[src/rtl/psitt_pkg.sv]
`default_nettype none

package psitt_pkg;

  localparam int unsigned LenW           = 13;
  localparam int unsigned DataW          = 32;
  localparam int unsigned AddrW          = 4;
  localparam int unsigned QueueDepth     = 2;
  localparam int unsigned MaxSectionsDef = 64;

  localparam logic [LenW-1:0] HdrFixedBytes = 13'd3;

  localparam logic [7:0]      ExpectedTableRst = 8'd64;
  localparam logic [LenW-1:0] MinHeaderRst     = 13'd8;
  localparam logic [LenW-1:0] MaxSectionRst    = 13'd4096;
  localparam logic [7:0]      ReadLimitRst     = 8'd8;

  typedef enum logic [1:0] {
    REG_EXPECTED_TABLE = 2'd0,
    REG_MIN_HEADER     = 2'd1,
    REG_MAX_SECTION    = 2'd2,
    REG_READ_LIMIT     = 2'd3
  } reg_idx_e;

  typedef enum logic [2:0] {
    ST_STORED      = 3'd0,
    ST_SHORT       = 3'd1,
    ST_BAD_LEN     = 3'd2,
    ST_WRONG_TABLE = 3'd3,
    ST_NOT_CURRENT = 3'd4,
    ST_BAD_NUMBER  = 3'd5
  } status_e;

  typedef struct packed {
    logic [7:0]      expected_table;
    logic [LenW-1:0] min_header_bytes;
    logic [LenW-1:0] max_section_bytes;
    logic [7:0]      read_attempt_limit;
  } cfg_t;

  typedef struct packed {
    status_e     status;
    logic [7:0]  tid;
    logic [15:0] extension;
    logic [4:0]  version;
    logic [7:0]  sec_index;
    logic [7:0]  last_index;
  } entry_t;

endpackage

`default_nettype wire

[src/rtl/psitt_queue.sv]
`default_nettype none

module psitt_queue import psitt_pkg::*; (
  input  wire logic   clk_i,
  input  wire logic   rst_ni,
  input  wire logic   push_valid_i,
  output logic        push_ready_o,
  input  wire entry_t push_data_i,
  output logic        pop_valid_o,
  input  wire logic   pop_ready_i,
  output entry_t      pop_data_o
);

  localparam int unsigned PtrW = (QueueDepth > 1) ? $clog2(QueueDepth) : 1;
  localparam int unsigned CntW = $clog2(QueueDepth + 1);

  entry_t          mem_q [QueueDepth];
  logic [PtrW-1:0] wr_ptr_q;
  logic [PtrW-1:0] rd_ptr_q;
  logic [CntW-1:0] cnt_q;
  logic            push;
  logic            pop;

  assign push_ready_o = cnt_q != CntW'(QueueDepth);
  assign pop_valid_o  = cnt_q != '0;
  assign push         = push_valid_i && push_ready_o;
  assign pop          = pop_valid_o && pop_ready_i;
  assign pop_data_o   = mem_q[rd_ptr_q];

  always_ff @(posedge clk_i or negedge rst_ni) begin
    if (!rst_ni) begin
      wr_ptr_q <= '0;
      rd_ptr_q <= '0;
      cnt_q    <= '0;
    end else begin
      if (push) begin
        wr_ptr_q <= (32'(wr_ptr_q) == QueueDepth - 1) ? '0 : wr_ptr_q + 1'b1;
      end
      if (pop) begin
        rd_ptr_q <= (32'(rd_ptr_q) == QueueDepth - 1) ? '0 : rd_ptr_q + 1'b1;
      end
      if (push && !pop) begin
        cnt_q <= cnt_q + 1'b1;
      end else if (pop && !push) begin
        cnt_q <= cnt_q - 1'b1;
      end
    end
  end

  always_ff @(posedge clk_i) begin
    if (push) begin
      mem_q[wr_ptr_q] <= push_data_i;
    end
  end

endmodule

`default_nettype wire

[config.mk]
export PLATFORM = sky130hd
export DESIGN_NAME = psitt_queue
export DESIGN_NICKNAME = d
export VERILOG_FILES = /design/src/rtl/psitt_pkg.sv /design/src/rtl/psitt_queue.sv
export SDC_FILE = /design/constraint.sdc
export NUM_CORES = 1
export LEC_CHECK = 0
export BUFFER_PORTS_ARGS = -buffer_cell sky130_fd_sc_hd__buf_2
export CORE_UTILIZATION = 30
export DETAILED_ROUTE_END_ITERATION = 16
export HOLD_SLACK_MARGIN = 0.02
export SLEW_MARGIN = 20
export SYNTH_ARGS = -nofsm -noshare
export SYNTH_HDL_FRONTEND = slang
export SYNTH_SLANG_ARGS = --single-unit
export TNS_END_PERCENT = 10
[constraint.sdc]
create_clock -name clk_i -period 8.6 [get_ports clk_i]
set_input_delay 0.86 -clock clk_i [delete_from_list [all_inputs] [get_ports clk_i]]
set_output_delay 0.86 -clock clk_i [all_outputs]
set_load 0.1 [all_outputs]
# After elaboration in Yosys (flattened, before gate mapping)
# Memories as Yosys holds them, arrays and structs flattened.
# Cells that the tools add are included.
dict set report word_totals {
  rom_bits 0
  memories 1
  mem_bits_rw 96
  latchBits 0
  input_bits 52
  register_bits 4
}
# memory depth width read_ports rd_ports_with_merged_regs write_ports line
set mem_list {}
lappend mem_list {mem_q 2 48 1 0 1 psitt_queue.sv:17} ;# entry_t mem_q [QueueDepth];
dict set report classes {
  div_mod_pow 0
  bitwise_logic 0
  mul 0
  mux 6
  shifts 0
  reduce_logical 8
  n_eq_ne 1
  n_lt_le_gt_ge 0
  add_sub_neg 4
}
# operator count
set op_table {}
lappend op_table {{1-bit logical AND} 4}
lappend op_table {{1-bit 2-to-1 mux} 4}
lappend op_table {{2-bit 2-to-1 mux} 2}
lappend op_table {{2-bit nonzero test} 2}
lappend op_table {{1-bit adder, second input constant} 2}
lappend op_table {{2-bit by 1-bit adder with 2-bit output, second input constant} 1}
lappend op_table {{1-bit logical NOT} 2}
lappend op_table {{2-bit inequality test, second input constant} 1}
lappend op_table {{2-bit by 1-bit subtractor with 2-bit output, second input constant} 1}

# Longest topological paths before layout
dict set report logic_depth {
  word_depth 6
  depth_mapped 7
  depth_no_buf 7
}

# Worst setup path after synthesis
# Ideal clock, no wire load.
dict set report synth_path {
  path_type {reg2reg}
  startpoint {register cnt_q[0]}
  endpoint {memory mem_q[0][0] in the netlist's numbering, enable pin}
  setup_time_ns 0.454
  slack_ns 4.642
  path_buffers 0
  path_stages_with_launch 4
  required_time_ns 8.146
  arrival_time_ns 3.504
  cell_sequence {dfrtp_1 > nand2b_1 > nand2_1 > nor2_1}
}
dict set report synth_via {
  elab_chain_cells 4
}
# item line
set synth_lines {}
lappend synth_lines {{start, declared} psitt_queue.sv:20} ;# logic [CntW-1:0] cnt_q;
lappend synth_lines {{start signal, assigned} psitt_queue.sv:43} ;# cnt_q <= cnt_q + 1'b1;
lappend synth_lines {{start signal, assigned} psitt_queue.sv:45} ;# cnt_q <= cnt_q - 1'b1;
lappend synth_lines {{2-bit inequality test} psitt_queue.sv:24} ;# assign push_ready_o = cnt_q != CntW'(QueueDepth);
lappend synth_lines {{via push_ready_o} psitt_queue.sv:7} ;# output logic push_ready_o,
lappend synth_lines {{1-bit logical AND} psitt_queue.sv:26} ;# assign push = push_valid_i && push_ready_o;
lappend synth_lines {{1-bit 2-to-1 mux} psitt_queue.sv:51} ;# if (push) begin
lappend synth_lines {{1-bit 2-to-1 mux (implied by the code)} psitt_queue.sv:52} ;# mem_q[wr_ptr_q] <= push_data_i;
lappend synth_lines {{end, declared} psitt_queue.sv:17}
# The timed path passes the listed nets, and every way through them passes these cells.

==> results.md <==
* Final GP Congestion at 0.648
* Diode count at 0
* Max_cap viols at 0
* Fraction of layout instances using a drive strength above 1 at 58.9%
* Synthesized Nets at 220
* CP delay by family, top: buffers and inverters
* Largest net degree at the start of global routing at 50
* Critical path origin: rd_ptr_q
* Synth area leaders: edfxtp_1, mux2_2, mux2_4, dfrtp_1, xnor2_1
* GRT Resource Usage Total at 10.6%
* Synth Area per Inst at 22.2 sq um
* Final period util at 33.4%
* First-pass detailed-route iteration total at 4
* H-tree Lvls at 3
* Clock buffer depth at 2
* Worst path arrival time at 2010 ps
* Final Skew at 2.99 ps
* Worst-Margin Slew at 718 ps
* Placed standard-cell area at ~0.0044 sq mm
* CP endpoint kind: primary output
* Final hold viol count at 0
* #FFs+latches synth at 100
* Global-route wire length before repair at 9850 um
* CTS tree: done
* Cell taking the most area after synthesis: edfxtp_1
* Crit-path max FO at 49
* Via count at 1858
* DR WL/cell at 14.4 um
* CTS Root Cell: clkbuf_16
* Sink Count at 100
* Slew margin rel. at 52.1%
* P&R area growth vs syn at 25.0%
* Initial antenna violation count at 0
* Final Setup Violations at 0
* Skew-Pair Late Insertion Delay at 340 ps
* Fillcell total at 1131
* Yosys top cell area share at around 78%
* Slew Viols, Final at 0
* Final worst setup slack at 5730 ps
* Max Freq at between 300 and 400 MHz
* Setup TNS at 0 ps
* Synth Cell Area at 0.00370 sq mm
* IO Count at a little over 100
* Dpl ws at just over 6000 ps
* Clock slew at reported path FFs at roughly 60 ps
* Distinct cells, synth at 16
* Hold buffer count at CTS at 0
* Net count reported at finish at 330
* Type of the worst min-delay path: in -> async
* Setup Fix Bufs, Post-CTS at 0
* Vias/cell at 4.33
* Post_cts resized at 0
* Tmin final at 2870 ps
* DP HPWL at 3650 um
* Antenna Nets Post-Route at 0
* Register area at 0.00298 sq mm
* Number of global-route vias before repair at 1931
* Setup CP Type: reg -> out
* DRC violations left at 0
* WL final at 6200 um
* Number of DRC markers in iteration 0 at 87
* Die ar. at 0.0128 sq mm
* Critical path buffers and inverters at 2
* Reg2reg start: cnt_q[0]
* Status: finished clean
* # rows at 40
* Starting Density at 30.8%
* Area of the multi-input gates at 677 sq um
* Unrepaired setup endpoints after global routing: false
* Crit path largest cell delay at about 560 ps
* Hold WS at 310 ps
* Slowest CP cell: buf_4
* Fin area at 0.00463 sq mm
* Num CTS Buffers at 9
* Register area share after synthesis at 80.5%
* Die height at ~110 um
* Synth Instances at 167
* I/O Buffers at 101
* Die width at between 100 and 150 um
* Startpoint types: register
* Synth warnings at 0
* CP Cell Sequence: buf_4 > mux2_2 > buf_2
* Req. time, crit path at 7740 ps
* Grt ovf at 0
* Core box area at ~0.012 sq mm
[Yosys cell counts]
| cell type | count |
|---|---|
| xnor2_1 | 3 |
| xor2_1 | 2 |
| ha_1 | 1 |
| nand2_1 | 2 |
| buf_8 | 1 |
| mux2_2 | 38 |
| inv_1 | 1 |
| or2_2 | 1 |
| mux2_4 | 10 |
| nor2_1 | 2 |
| nand2b_1 | 1 |
| buf_6 | 1 |
| dfrtp_1 | 4 |
| buf_4 | 3 |
| edfxtp_1 | 96 |
| and3_1 | 1 |
[logic make-up after synthesis]
kind of cell,Yosys count,share of synthesized area [%]
XOR/XNOR,5,1.18
adder cells (fa/ha/maj),1,0.338
buffers and inverters,6,1.42
flip-flops,100,80.5
multiplexers,48,15.6
AND/OR/NAND/NOR,7,0.913
[layer usage]
layer,part of all wire (%),wire length (um),vias to the layer above,global-route usage (%)
li1,-,-,873,-
met3,6.7,414,11,4.87
met5,0,0,-,0
met4,1.9,118,0,5.26
met2,49,3050,61,16.9
met1,42,2610,913,12.0
[final cells by class]
cell class	count	share of cell area, %
Sequential cell	100	64.5
Clock buffer	12	5.11
Inverter	1	0.0811
Clock inverter	4	0.351
Tap cell	147	3.97
Timing Repair Buffer	104	11.4
Multi-Input combinational cell	61	14.6
[metrics by stage]
step	util (%)	cells
6_report	38.5	429
5_1_grt	38.5	429
4_1_cts	38.5	429
3_5_place_dp	36.4	413
3_3_place_gp	36.4	413
2_1_floorplan	-	167
[state kept, by name, indices dropped and copies added (netlist names)]
name,flops
cnt_q,2
mem_q,96
rd_ptr_q,1
wr_ptr_q,1
[cells in the final DEF, fill, tap and decap left out, drive strengths merged, types with 2 or more instances in the layout]
cell type and count:
edfxtp 96, clkinv 4, mux2 48, nand2 2, xnor2 3, clkbuf 12
nor2 2, buf 104, xor2 2, dfrtp 4
[path summary, 6_finish.rpt]
| kind | to | cells after the start | slack (ps) |
|---|---|---|---|
| worst max-delay path | pop_data_o[4] | 3 | 5730 |
| worst min-delay path | cnt_q[0] | 1 | 310 |
| worst max register to register | mem_q[0][13] | 4 | 6820 |
| worst min register to register | cnt_q[1] | 1 | 490 |
| max in group asynchronous | rd_ptr_q | 1 | 8160 |
| min in group clk_i | cnt_q[1] | 1 | 490 |
Power is left out: the tool's default activity adds up to more than one toggle a clock period on the data nets, which glitch-free logic cannot reach.
