### config.mk
export PLATFORM = sky130hd
export DESIGN_NAME = psitt_back_flat
export DESIGN_NICKNAME = d
export VERILOG_FILES = /design/src/rtl/psitt_pkg.sv /design/src/rtl/psitt_if.sv /design/src/rtl/psitt_back.sv /design/src/flat_wrapper.sv
export SDC_FILE = /design/constraint.sdc
export NUM_CORES = 1
export LEC_CHECK = 0
export ABC_AREA = 1
export BUFFER_PORTS_ARGS = -buffer_cell sky130_fd_sc_hd__buf_2
export CORE_MARGIN = 5
export CORE_UTILIZATION = 44
export CTS_CLUSTER_DIAMETER = 80
export DETAILED_ROUTE_END_ITERATION = 10
export HOLD_SLACK_MARGIN = 0.06
export PLACE_DENSITY = 0.7
export SYNTH_ARGS = -nofsm -noshare
export SYNTH_HDL_FRONTEND = slang
export SYNTH_SLANG_ARGS = --single-unit
### constraint.sdc
create_clock -name clk_i -period 3.5 [get_ports clk_i]
set_clock_uncertainty 0.2 [all_clocks]
set_input_delay 0.525 -clock clk_i [delete_from_list [all_inputs] [get_ports clk_i]]
set_output_delay 0.525 -clock clk_i [all_outputs]
set_load 0.05 [all_outputs]
### src/rtl/psitt_pkg.sv
`default_nettype none

package psitt_pkg;

  localparam int unsigned LenW           = 13;
  localparam int unsigned DataW          = 32;
  localparam int unsigned AddrW          = 4;
  localparam int unsigned QueueDepth     = 2;
  localparam int unsigned MaxSectionsDef = 64;

  localparam logic [LenW-1:0] HdrFixedBytes = 13'd3;

  localparam logic [7:0]      ExpectedTableRst = 8'd64;
  localparam logic [LenW-1:0] MinHeaderRst     = 13'd8;
  localparam logic [LenW-1:0] MaxSectionRst    = 13'd4096;
  localparam logic [7:0]      ReadLimitRst     = 8'd8;

  typedef enum logic [1:0] {
    REG_EXPECTED_TABLE = 2'd0,
    REG_MIN_HEADER     = 2'd1,
    REG_MAX_SECTION    = 2'd2,
    REG_READ_LIMIT     = 2'd3
  } reg_idx_e;

  typedef enum logic [2:0] {
    ST_STORED      = 3'd0,
    ST_SHORT       = 3'd1,
    ST_BAD_LEN     = 3'd2,
    ST_WRONG_TABLE = 3'd3,
    ST_NOT_CURRENT = 3'd4,
    ST_BAD_NUMBER  = 3'd5
  } status_e;

  typedef struct packed {
    logic [7:0]      expected_table;
    logic [LenW-1:0] min_header_bytes;
    logic [LenW-1:0] max_section_bytes;
    logic [7:0]      read_attempt_limit;
  } cfg_t;

  typedef struct packed {
    status_e     status;
    logic [7:0]  tid;
    logic [15:0] extension;
    logic [4:0]  version;
    logic [7:0]  sec_index;
    logic [7:0]  last_index;
  } entry_t;

endpackage

`default_nettype wire

### src/rtl/psitt_if.sv
`default_nettype none


interface psitt_out_if;
  logic       valid;
  logic       ready;
  logic [2:0] status;
  logic       table_was_reset;
  logic       table_complete;
  logic [7:0] read_budget;

  modport source (
    output valid, status, table_was_reset, table_complete, read_budget,
    input  ready
  );
  modport sink (
    input  valid, status, table_was_reset, table_complete, read_budget,
    output ready
  );
endinterface

`default_nettype wire

### src/rtl/psitt_back.sv
`default_nettype none

module psitt_back import psitt_pkg::*; #(
  parameter int unsigned MAX_SECTIONS = MaxSectionsDef
) (
  input  wire logic   clk_i,
  input  wire logic   rst_ni,
  input  wire cfg_t   cfg_i,
  input  wire logic   q_valid_i,
  output logic        q_ready_o,
  input  wire entry_t q_data_i,
  psitt_out_if.source out_o
);

  localparam int unsigned IdxW = (MAX_SECTIONS > 1) ? $clog2(MAX_SECTIONS) : 1;
  localparam int unsigned CntW = $clog2(MAX_SECTIONS + 1);

  logic                    cache_valid_q;
  logic [7:0]              cached_table_q;
  logic [15:0]             cached_ext_q;
  logic [4:0]              cached_ver_q;
  logic [7:0]              cached_last_q;
  logic [MAX_SECTIONS-1:0] map_q;
  logic [CntW-1:0]         cnt_q;
  logic                    complete_q;

  logic                    out_valid_q;
  logic [2:0]              out_status_q;
  logic                    out_reset_q;
  logic                    out_complete_q;
  logic [7:0]              out_budget_q;

  logic                    pop;
  logic                    store;
  logic                    id_change;
  logic [IdxW-1:0]         idx;
  logic [MAX_SECTIONS-1:0] map_base;
  logic [MAX_SECTIONS-1:0] map_next;
  logic [CntW-1:0]         cnt_base;
  logic [CntW-1:0]         cnt_next;
  logic                    complete_next;
  logic                    valid_n;
  logic [7:0]              last_n;
  logic                    complete_n;
  logic [7:0]              lim;
  logic [8:0]              n_sec;
  logic [7:0]              budget;

  assign q_ready_o = !out_valid_q || out_o.ready;
  assign pop       = q_valid_i && q_ready_o;
  assign store     = q_data_i.status == ST_STORED;
  assign idx       = q_data_i.sec_index[IdxW-1:0];

  assign id_change = !cache_valid_q || cached_table_q != q_data_i.tid ||
                     cached_ext_q != q_data_i.extension ||
                     cached_ver_q != q_data_i.version ||
                     cached_last_q != q_data_i.last_index;

  always_comb begin
    map_base      = id_change ? '0 : map_q;
    cnt_base      = id_change ? '0 : cnt_q;
    map_next      = map_base;
    map_next[idx] = 1'b1;
    cnt_next      = cnt_base + CntW'(!map_base[idx]);
    complete_next = ({1'b0, q_data_i.last_index} + 9'd1) == 9'(cnt_next);
    valid_n       = store ? 1'b1 : cache_valid_q;
    last_n        = store ? q_data_i.last_index : cached_last_q;
    complete_n    = store ? complete_next : complete_q;
    lim           = (cfg_i.read_attempt_limit == 8'd0) ? 8'd1 : cfg_i.read_attempt_limit;
    n_sec         = valid_n ? ({1'b0, last_n} + 9'd1) : 9'd1;
    budget        = (n_sec > {1'b0, lim}) ? lim : n_sec[7:0];
  end

  always_ff @(posedge clk_i or negedge rst_ni) begin
    if (!rst_ni) begin
      cache_valid_q  <= 1'b0;
      cached_table_q <= '0;
      cached_ext_q   <= '0;
      cached_ver_q   <= '0;
      cached_last_q  <= '0;
      map_q          <= '0;
      cnt_q          <= '0;
      complete_q     <= 1'b0;
      out_valid_q    <= 1'b0;
    end else begin
      if (pop && store) begin
        cache_valid_q  <= 1'b1;
        cached_table_q <= q_data_i.tid;
        cached_ext_q   <= q_data_i.extension;
        cached_ver_q   <= q_data_i.version;
        cached_last_q  <= q_data_i.last_index;
        map_q          <= map_next;
        cnt_q          <= cnt_next;
        complete_q     <= complete_next;
      end
      if (pop) begin
        out_valid_q <= 1'b1;
      end else if (out_o.ready) begin
        out_valid_q <= 1'b0;
      end
    end
  end

  always_ff @(posedge clk_i) begin
    if (pop) begin
      out_status_q   <= q_data_i.status;
      out_reset_q    <= store && id_change;
      out_complete_q <= valid_n && complete_n;
      out_budget_q   <= budget;
    end
  end

  assign out_o.valid           = out_valid_q;
  assign out_o.status          = out_status_q;
  assign out_o.table_was_reset = out_reset_q;
  assign out_o.table_complete  = out_complete_q;
  assign out_o.read_budget     = out_budget_q;

  a_cnt_matches_map: assert property (@(posedge clk_i) disable iff (!rst_ni)
    cnt_q == CntW'($countones(map_q)))
    else $error("section count disagrees with received map");

  a_complete_needs_cache: assert property (@(posedge clk_i) disable iff (!rst_ni)
    complete_q |-> cache_valid_q)
    else $error("table complete without a valid cache");

  a_stored_bit_set: assert property (@(posedge clk_i) disable iff (!rst_ni)
    (pop && store) |=> map_q[$past(idx)])
    else $error("stored section not marked as received");

  a_budget_nonzero: assert property (@(posedge clk_i) disable iff (!rst_ni)
    out_valid_q |-> (out_budget_q != 8'd0))
    else $error("read budget of zero reported");

endmodule

`default_nettype wire

### src/flat_wrapper.sv
// flat-port wrapper written by rule: the top's interface ports become plain ports
module psitt_back_flat import psitt_pkg::*;
#(
  parameter int unsigned MAX_SECTIONS = MaxSectionsDef
)
  (clk_i, rst_ni, cfg_i, q_valid_i, q_ready_o, q_data_i, out_o_valid, out_o_status, out_o_table_was_reset, out_o_table_complete, out_o_read_budget, out_o_ready);
  psitt_out_if out_o_i ();
  input  wire logic clk_i;
  input  wire logic rst_ni;
  input  wire cfg_t cfg_i;
  input  wire logic q_valid_i;
  output logic q_ready_o;
  input  wire entry_t q_data_i;
  output wire logic [$bits(out_o_i.valid)-1:0] out_o_valid;
  output wire logic [$bits(out_o_i.status)-1:0] out_o_status;
  output wire logic [$bits(out_o_i.table_was_reset)-1:0] out_o_table_was_reset;
  output wire logic [$bits(out_o_i.table_complete)-1:0] out_o_table_complete;
  output wire logic [$bits(out_o_i.read_budget)-1:0] out_o_read_budget;
  input wire logic [$bits(out_o_i.ready)-1:0] out_o_ready;
  assign out_o_valid = out_o_i.valid;
  assign out_o_status = out_o_i.status;
  assign out_o_table_was_reset = out_o_i.table_was_reset;
  assign out_o_table_complete = out_o_i.table_complete;
  assign out_o_read_budget = out_o_i.read_budget;
  assign out_o_i.ready = out_o_ready;
  psitt_back #(.MAX_SECTIONS(MAX_SECTIONS)) u_core (.clk_i(clk_i), .rst_ni(rst_ni), .cfg_i(cfg_i), .q_valid_i(q_valid_i), .q_ready_o(q_ready_o), .q_data_i(q_data_i), .out_o(out_o_i));
endmodule
# Yosys cells after proc, flatten, opt, wreduce, memory -nomap -nowiden
# Index checks and enable logic that the tools add are counted.
# W data, S select, Z words.
# op_classes
n_addsub	3
mul	0
div_mod_pow	0
order_cmp	3
eq_ne	5
shifts	0
mux	14
bitwise	1
reduce_logical	16
# op_table
op	n
$mux W64	1
$or A64 B64 Y64	1
$mux W8	3
$add A8 B1 Y9 const B	2
$ne A16 B16 Y1	1
$ne A8 B8 Y1	2
$eq A9 B7 Y1	1
$gt A9 B8 Y1	1
$mux W9	1
$logic_not A8 Y1	1
$add A7 B1 Y7	1
$lt A6 B7 Y1 const B	1
$mux W7	1
$bmux W1 S6	1
$demux W1 S6	1
$ge A6 B1 Y1 const B	1
$mux W1	6
$logic_and A1 B1 Y1	5
$logic_or A1 B1 Y1	5
$ne A5 B5 Y1	1
$logic_not A1 Y1	3
$logic_not A3 Y1	1
$reduce_bool A2 Y1	1
# word_totals
reg_bits	124
latch_bits	0
mem_bits_rw	0
mem_bits_ro	0
input_bits	94
output_inout_bits	15
elab_cells	55
n_memories	0

# Longest topological paths before layout
# Gate-level depths: netlist of the first run.
# logic_depth
depth_word	13
ltp_mapped	30
mapped_depth_nobuf	29

# Worst setup path before layout of the first run
# No wires, ideal clock.
# synth_timing
path_kind	in2reg
from	in q_data_i[46] in the netlist's numbering
to	reg u_core.out_budget_q[1], in the netlist u_core.out_o.read_budget[1] (data pin)
t_arrival_ns	3.189
required_time_ns	3.036
path_slack_ns	-0.153
cell_stages	19
path_cell_list	nor3_4 buf_2 o21ai_0 inv_1 ha_1 nand2_1 nor3b_2 nand2_1 xor2_1 nor2_1 ha_1 a21oi_1 o21ai_0 a21oi_1 o21bai_1 nand2_1 inv_1 clkbuf_1 o21ai_1
# synth_via
elab_chain_cells	6
word_cells_on_any_way	7
# synth_lines
element	line_no	text
start, declared	flat_wrapper.sv:13	input wire entry_t q_data_i;
$logic_not A3 Y1 (*)	psitt_back.sv:51	assign store = q_data_i.status == ST_STORED;
$mux W8	psitt_back.sv:67	last_n = store ? q_data_i.last_index : cached_last_q;
$add A8 B1 Y9	psitt_back.sv:70	n_sec = valid_n ? ({1'b0, last_n} + 9'd1) : 9'd1;
$mux W9 (*)	psitt_back.sv:70	
$gt A9 B8 Y1	psitt_back.sv:71	budget = (n_sec > {1'b0, lim}) ? lim : n_sec[7:0];
$mux W8 (*)	psitt_back.sv:71	
via u_core.budget[1]	psitt_back.sv:47	logic [7:0] budget;
end signal, assigned	psitt_back.sv:109	out_budget_q <= budget;
end, declared	psitt_back.sv:31	logic [7:0] out_budget_q;
# Mark *: on every way through the listed nets, which the timed path passes. The rest lies on a longest branch.
# A chain may end at the register's enable or synchronous reset.

# Final worst setup path of the first run
# layout_timing
from	reg u_core.cached_last_q[4]
to	reg u_core.out_complete_q, in the netlist u_core.out_o.table_complete (data pin)
# layout_via
elab_chain_cells	10
word_cells_on_any_way	11
# layout_lines
element	line_no	text
start, declared	psitt_back.sv:22	logic [7:0] cached_last_q;
start signal, assigned	psitt_back.sv:91	cached_last_q <= q_data_i.last_index;
$ne A8 B8 Y1 (*)	psitt_back.sv:57	cached_last_q != q_data_i.last_index;
$logic_or A1 B1 Y1 (*)	psitt_back.sv:56	cached_ver_q != q_data_i.version ||
$mux W64	psitt_back.sv:60	map_base = id_change ? '0 : map_q;
$bmux W1 S6	psitt_back.sv:64	cnt_next = cnt_base + CntW'(!map_base[idx]);
$mux W1 (implied by the code)	psitt_back.sv:64	
$logic_not A1 Y1	psitt_back.sv:64	
$add A7 B1 Y7 (*)	psitt_back.sv:64	
via u_core.cnt_next[1]	psitt_back.sv:40	logic [CntW-1:0] cnt_next;
$eq A9 B7 Y1 (*)	psitt_back.sv:65	complete_next = ({1'b0, q_data_i.last_index} + 9'd1) == 9'(cnt_next);
$mux W1 (*)	psitt_back.sv:68	complete_n = store ? complete_next : complete_q;
$logic_and A1 B1 Y1 (*)	psitt_back.sv:108	out_complete_q <= valid_n && complete_n;
end signal, assigned	psitt_back.sv:108	
end, declared	psitt_back.sv:30	logic out_complete_q;
# Mark *: on every way through the listed nets, which the timed path passes. The rest lies on a longest branch. The select of a mux whose other input is x is not followed.

==> results of run 1 <==
-- power by group --
group / internal, mW / total [mW] / switching [mW] / leakage, nW
Combinational: 0.520 / 1.26 / 0.744 / 2.93
Clock: 1.14 / 1.80 / 0.661 / 0.293
Sequential: 1.66 / 1.77 / 0.115 / 1.56
-- cells by family (layout without fill, tap and decap cells) --
kind of cell    count (synthesis)  in the layout
compound gates                184            184
xor+xnor                       15             15
fa+ha+maj                      12             12
buf+inv                       177            373
flops                         124            124
simple gates                  551            551
-- flip-flops by register name, indices dropped and copies added (netlist names) --
| name | cells |
|---|---|
| u_core.cached_table_q | 8 |
| u_core.cache_valid_q | 1 |
| u_core.cached_last_q | 8 |
| u_core.out_o.table_was_reset | 1 |
| u_core.map_q | 64 |
| u_core.out_o.valid | 1 |
| u_core.out_o.read_budget | 8 |
| u_core.complete_q | 1 |
| u_core.cached_ver_q | 5 |
| u_core.out_o.status | 3 |
| u_core.out_o.table_complete | 1 |
| u_core.cached_ext_q | 16 |
| u_core.cnt_q | 7 |
-- synthesized netlist by cell type, drive strengths merged --
library cell / count
nor3: 26
o2111a: 1
o22ai: 2
nand2: 355
a21oi: 9
xnor2: 7
or2: 1
xor2: 8
nor3b: 1
nand4: 14
dfrtp: 111
o221ai: 1
clkbuf: 32
o211ai: 1
nor2: 97
o21ai: 109
edfxtp: 13
and2: 2
nor4: 1
a31oi: 2
inv: 133
ha: 12
o221a: 1
a41o: 1
nand3: 51
nand3b: 3
o311ai: 53
o31ai: 2
o21bai: 2
buf: 12
-- layout make-up --
| type | count | area (sq um) |
|---|---|---|
| flip-flops and latches | 124 | 3169 |
| multi-input cells | 762 | 3989 |
| well taps | 225 | 281.5 |
| inverters | 133 | 501.7 |
| clock inverters | 10 | 111.4 |
| clock buffers | 22 | 495.5 |
| repair buffers | 208 | 1574 |
| fillers | 1537 | 6994 |
-- critical path, delay by kind of cell, from the launching register on --
kind / cells / cell delay (ns)
AND/OR/NAND/NOR: 21 / 1.76
XOR/XNOR: 1 / 0.10
buffers and inverters: 2 / 0.30
adder cells (fa/ha/maj): 2 / 0.48
flip-flops: 1 / 0.40
AO/OA/AOI/OAI: 2 / 0.32
-- how the worst max path moves through the flow --
| stage | startpoint | to | slack [ns] |
|---|---|---|---|
| floorplan | q_data_i[2] | u_core.out_o.table_complete | 0.003 |
| global placement | q_data_i[19] | u_core.out_o.table_complete | -0.52 |
| detailed placement | q_data_i[16] | u_core.out_o.table_complete | -0.54 |
| CTS | u_core.cached_ext_q[14] | u_core.out_o.table_complete | -0.12 |
| global route | u_core.cached_last_q[0] | u_core.out_o.table_complete | -0.47 |
| finish | u_core.cached_last_q[4] | u_core.out_o.table_complete | -0.20 |
-- layer usage --
metal | share of wire, % | vias to the layer above | track usage [%]
met5 | 0 | - | 0
met4 | 1.9 | 0 | 6.833
met3 | 6.0 | 33 | 3.833
met2 | 47 | 229 | 34.94
met1 | 45 | 3662 | 30.40
li1 | - | 3883 | -
-- repair_timing --
| item | in CTS | in global routing |
|---|---|---|
| gates cloned | 4 | 2 |
| setup endpoints to repair | 3 | 15 |
| gates resized for setup | 38 | 71 |
| endpoints found under the hold margin | 42 | 0 |
| hold buffers | 1 | 0 |
| setup buffers | 6 | 10 |
| pin swaps | 25 | 34 |
-- metrics by stage --
step	instances	setup WS, ns
after floorplan	1063	0.003190
after global placement	1432	-0.5232
after detailed placement	1432	-0.5403
after CTS	1474	-0.1171
after global routing	1484	-0.4740
final	1484	-0.2034
==> results.md, run 1 <==
STA:
- Summed over all failing endpoints, the final setup total negative slack is -0.3866 ns.
- After layout, the minimum clock period comes to 3.703 ns.
- The post-route clock period utilization is 105.8%.
- The pin slew with the least headroom to its limit is 0.6356 ns.
- Setup violations remaining at the end of the flow were counted as 2.
- The total count of max-transition violations in the final report is 0.
- Setup repair after global routing could not meet its margin everywhere.
- The count of final hold-check violations is 0.
- The worst slack on hold paths is 0.1325 ns.
- The relative slew slack is 57.63%.
- Based on the critical path, the design can be clocked at up to 270.0 MHz.
- Once routing completed, OpenROAD measured the worst setup slack at -0.2034 ns.

Floorplan:
- The standard-cell row count is 48.
- The die width is 141.2 um.
- The area enclosed by the die boundary is 19930 sq um.
- In this run the count of I/O pins placed on the die edge is 109.
- The core region area is 17120 sq um.
- The height of the die is 141.2 um.
- The initial core utilization is 44.24%.

Pwr:
- The analysis attributes to cell leakage a power of 4.789 nW.
- The design draws 4.840 mW.
- The peak ir drop on the vdd network is 0.0003768 V.
- The ratio of total power to cell area is 478.1 nW/um^2.

Synthesis:
- Yosys mapped the design onto 39 distinct sky130hd cell types.
- The biggest area contributor in the post-synthesis netlist is sky130_fd_sc_hd__dfrtp_1.
- The fraction of post-synthesis cell area in the top cell type by area is 36.68%.
- The netlist area before placement is 7572 sq um.
- The total number of yosys warnings is 0.
- When the netlist entered floorplanning its net count stood at 1169.
- In the synthesized netlist, mux cells make up 0% of the area.
- By area the synthesized netlist is led by sky130_fd_sc_hd__dfrtp_1, sky130_fd_sc_hd__nand2_1, sky130_fd_sc_hd__o21ai_0, sky130_fd_sc_hd__inv_1, sky130_fd_sc_hd__o311ai_0.
- The share of the synthesized netlist area taken by xor and xnor gates is 1.735%.
- The flop and latch count out of synthesis is 124.
- Each instance of the synthesized netlist takes up on average 7.123 sq um.
- The largest family of logic cells by synthesized area is simple AND/OR/NAND/NOR gates.
- Counting every instance in the synthesized netlist gives 1063.
- The post-synthesis compound-gate area fraction is 15.35%.
- The arithmetic-cell share of the synthesized area counting full adders, half adders and majority gates is 1.983%.
- Summing the areas of all and, or, nand and nor instances in the mapped netlist gives 29.94% of the synthesized area.
- The share of the Yosys chip area taken by registers is 41.84%.

Worst hold path:
- In this run the most critical hold path is launched from q_data_i[29].
- The path class of the tightest hold or removal check is primary input to flop.
- The worst-case hold path end point is u_core.cached_ext_q[8].
- The worst hold path was traced through 3 stages.

Clock network:
- TritonCTS built the clock tree.
- The number of buffers created by CTS is 17.
- The H-tree generated during clock tree synthesis spans 4 levels.
- No sink is reached through more buffers than the 2 on the longest clock path.
- The clock latency on the worst-skew pair is 0.42 ns.
- The CTS sink count is 124.
- The clock transition at the register clock pins on the worst setup and hold paths after CTS is 0.06 ns.
- CTS placed an instance of sky130_fd_sc_hd__clkbuf_16 at the clock tree root.

Detailed routing:
- The detail-routed via count per cell is 5.261.
- The residual DRC count is 0.
- Once detail routing completed, the nets flagged for antenna violations numbered 0.
- Before antenna repair, the detailed router went through 7 iterations.
- The detail-routed net length per standard cell is 14.56 um.
- The total via count in the routed design is 7807.
- The starting DRC count in detailed routing is 652.
- For this block, the routed nets add up to 21.60 mm of wire.

Critical path:
- The largest incremental delay on the critical path is 0.40 ns.
- The startpoint identified for the worst register-to-register timing path is u_core.cached_last_q[4].
- The count of cells along the worst register-to-register path is 28.
- The endpoint kind of the worst setup timing path is a flop.
- The library cell appearing most often on the critical path is sky130_fd_sc_hd__nand2_1.
- Along the worst path, the maximum fanout reaches 13.
- STA puts the critical path data required time at 3.59 ns.
- For flop-to-flop paths, the worst setup slack is -0.20 ns.
- The critical path arrival is 3.79 ns.
- By startpoint and endpoint, the worst setup path is classified as flop to flop.
- The endpoint identified for the worst register-to-register timing path is u_core.out_o.table_complete.
- The worst setup path is launched from a flop.
- On the critical path, the stage with the largest delay is an instance of sky130_fd_sc_hd__dfrtp_1.

Placed design:
- The port buffer count is 72.
- At the end of routability-driven placement, the weighted congestion stood at 0.8785.
- The placed wire-length estimate is 14.58 mm.
- In this run the cell area measured after placement is 8976 sq um.

Flow run:
- Max-cap violations in this run came to 0.

Final layout:
- The count of antenna diodes in the layout is 0.
- After routing the design area is 10120 sq um.
- After the last flow step, the layout net total stands at 1352.
- The most common cell after layout, fill and taps aside is sky130_fd_sc_hd__nand2_1.
- The post-route netlist has 26.61% of its cells at a drive strength greater than 1.
- The core utilization of the finished layout is 59.14%.
- The signed area change from the synthesized netlist to the final layout is 33.67%.
- Leaving out fill and tap cells, the most frequent cells in the layout are sky130_fd_sc_hd__nand2_1, sky130_fd_sc_hd__buf_4, sky130_fd_sc_hd__inv_1, sky130_fd_sc_hd__dfrtp_1, sky130_fd_sc_hd__o21ai_0.

Run status:
- The run finished, with violations left.
- The final reports fail on negative setup slack.

GRT:
- The number of antenna violations at the first check in global routing was 0.
- For this run, the total global-route usage over all layers was measured as 21.87%.
- The via count of the first global-routing pass was 7262.
- The pin count of the biggest net entering global routing is 100.
- The remaining global-route overflow is 0.
- The first global-routing pass estimated 35.45 mm of wire.
Note: power is estimated with default switching activity, not from simulation.
==> run 2: changes to the inputs <==
TNS_END_PERCENT = 5   (was unset)
==> run 2 against run 1 <==
  * The flow still finishes with violations (negative setup slack)
  * Cell area increased by 2.8%
  * First-iteration DRC count increased by 25%
  * Worst setup slack got worse by 0.047 ns
  * Fmax decreased by 1.2%
  * Die area unchanged
  * Critical endpoint unchanged
  * Largest power group is now sequential cells
==> results.md, run 2 (synthesis gave the netlist of run 1 again) <==
Floorplan:
- The standard-cell row count came to 48 (unchanged).
- The initial core utilization is 44.24% (unchanged).
- The core region area was 17120 sq um (unchanged).
- The die width came to 141.2 um (unchanged).
- The area enclosed by the die boundary is 19930 sq um (unchanged).
- The count of boundary I/O pins is 109 (unchanged).
- The height of the die came to 141.2 um (unchanged).

Clock network:
- The number of H-tree levels is 4 (unchanged).
- The number of buffers created by CTS came to 17 (unchanged).
- The clock latency on the worst-skew pair is 0.42 ns (about the same).
- The clock tree from TritonCTS is done (unchanged).
- The maximum clock insertion buffer count is 2 (unchanged).
- The clock tree root driver cell is sky130_fd_sc_hd__clkbuf_16 (unchanged).
- The clock transition at the register clock pins on the worst setup and hold paths after CTS is 0.05 ns (was 0.06 ns).
- The CTS sink count is 124 (unchanged).

Critical path:
- The class of the most critical setup path is flop to flop (unchanged).
- The launching element type of the critical path is a flop (unchanged).
- The critical path arrival is 3.84 ns (was 3.79 ns).
- The count of cells along the worst register-to-register path is 27 (was 28).
- The launch point of the worst reg-to-reg path is u_core.cached_last_q[1] (was u_core.cached_last_q[4]).
- The library cell appearing most often on the critical path is sky130_fd_sc_hd__nand2_1 (unchanged).
- The worst setup path startpoint is u_core.cached_last_q[1] (was u_core.cached_last_q[4]).
- The endpoint kind of the worst setup timing path is a flop (unchanged).
- The largest incremental delay on the critical path is 0.39 ns (was 0.40 ns).
- The data required time at the worst endpoint is 3.59 ns (about the same).
- The largest fanout on the critical path came to 5 (was 13).
- The slowest cell on the critical path is sky130_fd_sc_hd__dfrtp_1 (unchanged).

Detailed routing:
- The starting DRC count in detailed routing is 815 (was 652).
- The total wirelength of the detailed-routed design is 22.01 mm (was 21.60 mm).
- The total via count in the routed design is 7881 (was 7807).
- The number of optimization iterations in the first detailed-route pass came to 5 (was 7).
- The residual DRC count came to 0 (unchanged).
- The detail-routed net length per standard cell is 14.79 um (was 14.56 um).
- The detail-routed via count per cell is 5.296 (was 5.261).
- The number of routed nets with antenna violations is 0 (unchanged).

Worst hold path:
- The startpoint of the worst hold path was q_data_i[46] (was q_data_i[29]).
- The worst min-delay path category is primary input to flop (unchanged).
- The cell depth of the worst hold path was 1 (was 3).

STA:
- The shortest period the worst path allows is 3.750 ns (was 3.703 ns).
- The setup violation total in the final timing report is 3 (was 2).
- Unrepaired setup endpoints after global routing: true (unchanged).
- The sum of negative setup slack is -0.5901 ns (was -0.3866 ns).
- The total count of max-transition violations in the final report is 0 (unchanged).
- The fmax is 266.7 MHz (was 270.0 MHz).
- The relative slew slack is 56.94% (was 57.63%).
- The post-route clock period utilization is 107.1% (was 105.8%).
- The pin slew with the least headroom to its limit is 0.6459 ns (was 0.6356 ns).
- The count of final hold-check violations is 0 (unchanged).
- The final critical-path setup slack is -0.2500 ns (was -0.2034 ns).

GRT:
- The global routing usage summed across all routing layers is 21.99% (was 21.87%).
- The pin count of the biggest net entering global routing was 100 (unchanged).
- The global-route wire length before repair is 35.62 mm (was 35.45 mm).
- The remaining global-route overflow is 0 (unchanged).
- The number of antenna violations at the first check in global routing came to 0 (unchanged).
- The via count of the first global-routing pass came to 7315 (was 7262).

Pwr:
- The clock network fraction of total power is 35.4% (was 37.3%).
- The part of the power in combinational logic is 26.7% (was 26.1%).
- The leakage power summed over all cells is 4.970 nW (was 4.789 nW).
- The total power is 4.683 mW (was 4.840 mW).
- The net switching fraction of the power is 31.30% (was 31.39%).
- The net load switching power was 1.466 mW (was 1.519 mW).
- The relative contribution of sequential cells to total power is 37.9% (was 36.6%).
- The ratio of total power to cell area is 450.1 nW/um^2 (was 478.1 nW/um^2).
- The peak ir drop on the vdd network is 0.0003392 V (was 0.0003768 V).
- The internal power consumption is 3.217 mW (was 3.321 mW).

Final layout:
- The layout cell share with drive strength beyond 1 is 28.90% (was 26.61%).
- The most common cell after layout, fill and taps aside is sky130_fd_sc_hd__nand2_1 (unchanged).
- The number of fill cells is 1452 (was 1537).
- The count of antenna diodes in the layout is 0 (unchanged).
- The signed area change from the synthesized netlist to the final layout was 37.41% (was 33.67%).
- The number of flip-flops under the largest register name is 64 (unchanged).
- The final net count is 1359 (was 1352).
- The register with the most flip-flops is u_core.map_q (unchanged).
- Most frequent cells in the layout: sky130_fd_sc_hd__nand2_1, sky130_fd_sc_hd__buf_4, sky130_fd_sc_hd__inv_1, sky130_fd_sc_hd__dfrtp_1, sky130_fd_sc_hd__o21ai_0 (unchanged).
- Biggest regs: u_core.map_q (64), u_core.cached_ext_q (16) (unchanged).

Flow run:
- The number of violations of the max-capacitance limit is 0 (unchanged).

Run status:
- Violations in the final reports: negative setup slack (unchanged).
- Outcome: complete, but fails checks (unchanged).

Placed design:
- The port buffer count is 72 (unchanged).
- The placer congestion estimate is 0.8645 (was 0.8785).
- The worst slack at placement came to -0.5674 ns (was -0.5403 ns).
- The placed wire-length estimate is 14.57 mm (was 14.58 mm).
## run 2: metal layers
metal | part of all wire (%) | vias up | GRT usage (%) | wire [um]
met5 | 0 | - | 0 | 0
met4 | 2.4 | 0 | 8.261 | 520
met3 | 6.4 | 48 | 4.138 | 1401
met2 | 47 | 267 | 34.84 | 10340
met1 | 44 | 3668 | 30.02 | 9747
li1 | - | 3898 | - | -
## run 2: final cells by class
type,count,area [sq um],area share [%]
sequential,124,3168,30.45
inverter,133,501.7,4.822
clock buffer,29,551.8,5.303
multi-input combinational,764,4174,40.12
timing repair buffer,213,1728,16.61
tap,225,281.5,2.706
## run 2: final timing paths
| path | end | slack (ns) |
|---|---|---|
| max | u_core.out_o.table_complete | -0.25 |
| min | u_core.out_o.status[1] | 0.13 |
| max reg2reg | u_core.out_o.table_complete | -0.25 |
| min reg2reg | u_core.cached_ext_q[4] | 0.30 |
| max in group asynchronous | u_core.map_q[16] | 1.87 |
| min in group asynchronous | u_core.cached_ext_q[6] | 0.48 |
## run 2: what timing repair did
item / 4_1_cts / 5_1_grt
gates cloned: 6 / 4
setup buffers: 15 / 2
resized for setup: 74 / 78
setup endpoints to repair: 3 / 15
endpoints found under the hold margin: 42 / 0
pin swaps: 50 / 51
hold buffers: 1 / 0
## run 2: stage by stage
stage	hold WS [ns]	std cells	utilization [%]	cell area (sq um)
CTS	0.1181	1482	58.85	10070
floorplan	0.02941	1063	-	7607
finish	0.1332	1488	60.79	10410
global placement	0.2723	1432	52.35	8961
detailed placement	0.2797	1432	52.35	8961
global route	0.1147	1488	60.79	10410
## run 2: power by group through the flow
stage / sequential [mW] / clock [mW] / combinational (mW)
3_5_place_dp: 1.78 / 0 / 1.15
3_3_place_gp: 1.78 / 0 / 1.13
2_1_floorplan: 1.85 / 0 / 0.614
5_1_grt: 1.80 / 1.77 / 1.40
6_report: 1.78 / 1.66 / 1.25
4_1_cts: 1.77 / 1.68 / 1.21
## run 2: critical path, delay by kind of cell, from the launching register on
kind                       cells  cell delay, ns
and+or+nand+nor               17            1.55
buffers and inverters          5            0.60
adders and majority gates      2            0.47
DFF                            1            0.39
AOI/OAI and AO/OA              2            0.33
xor gates and xnor gates       1            0.10
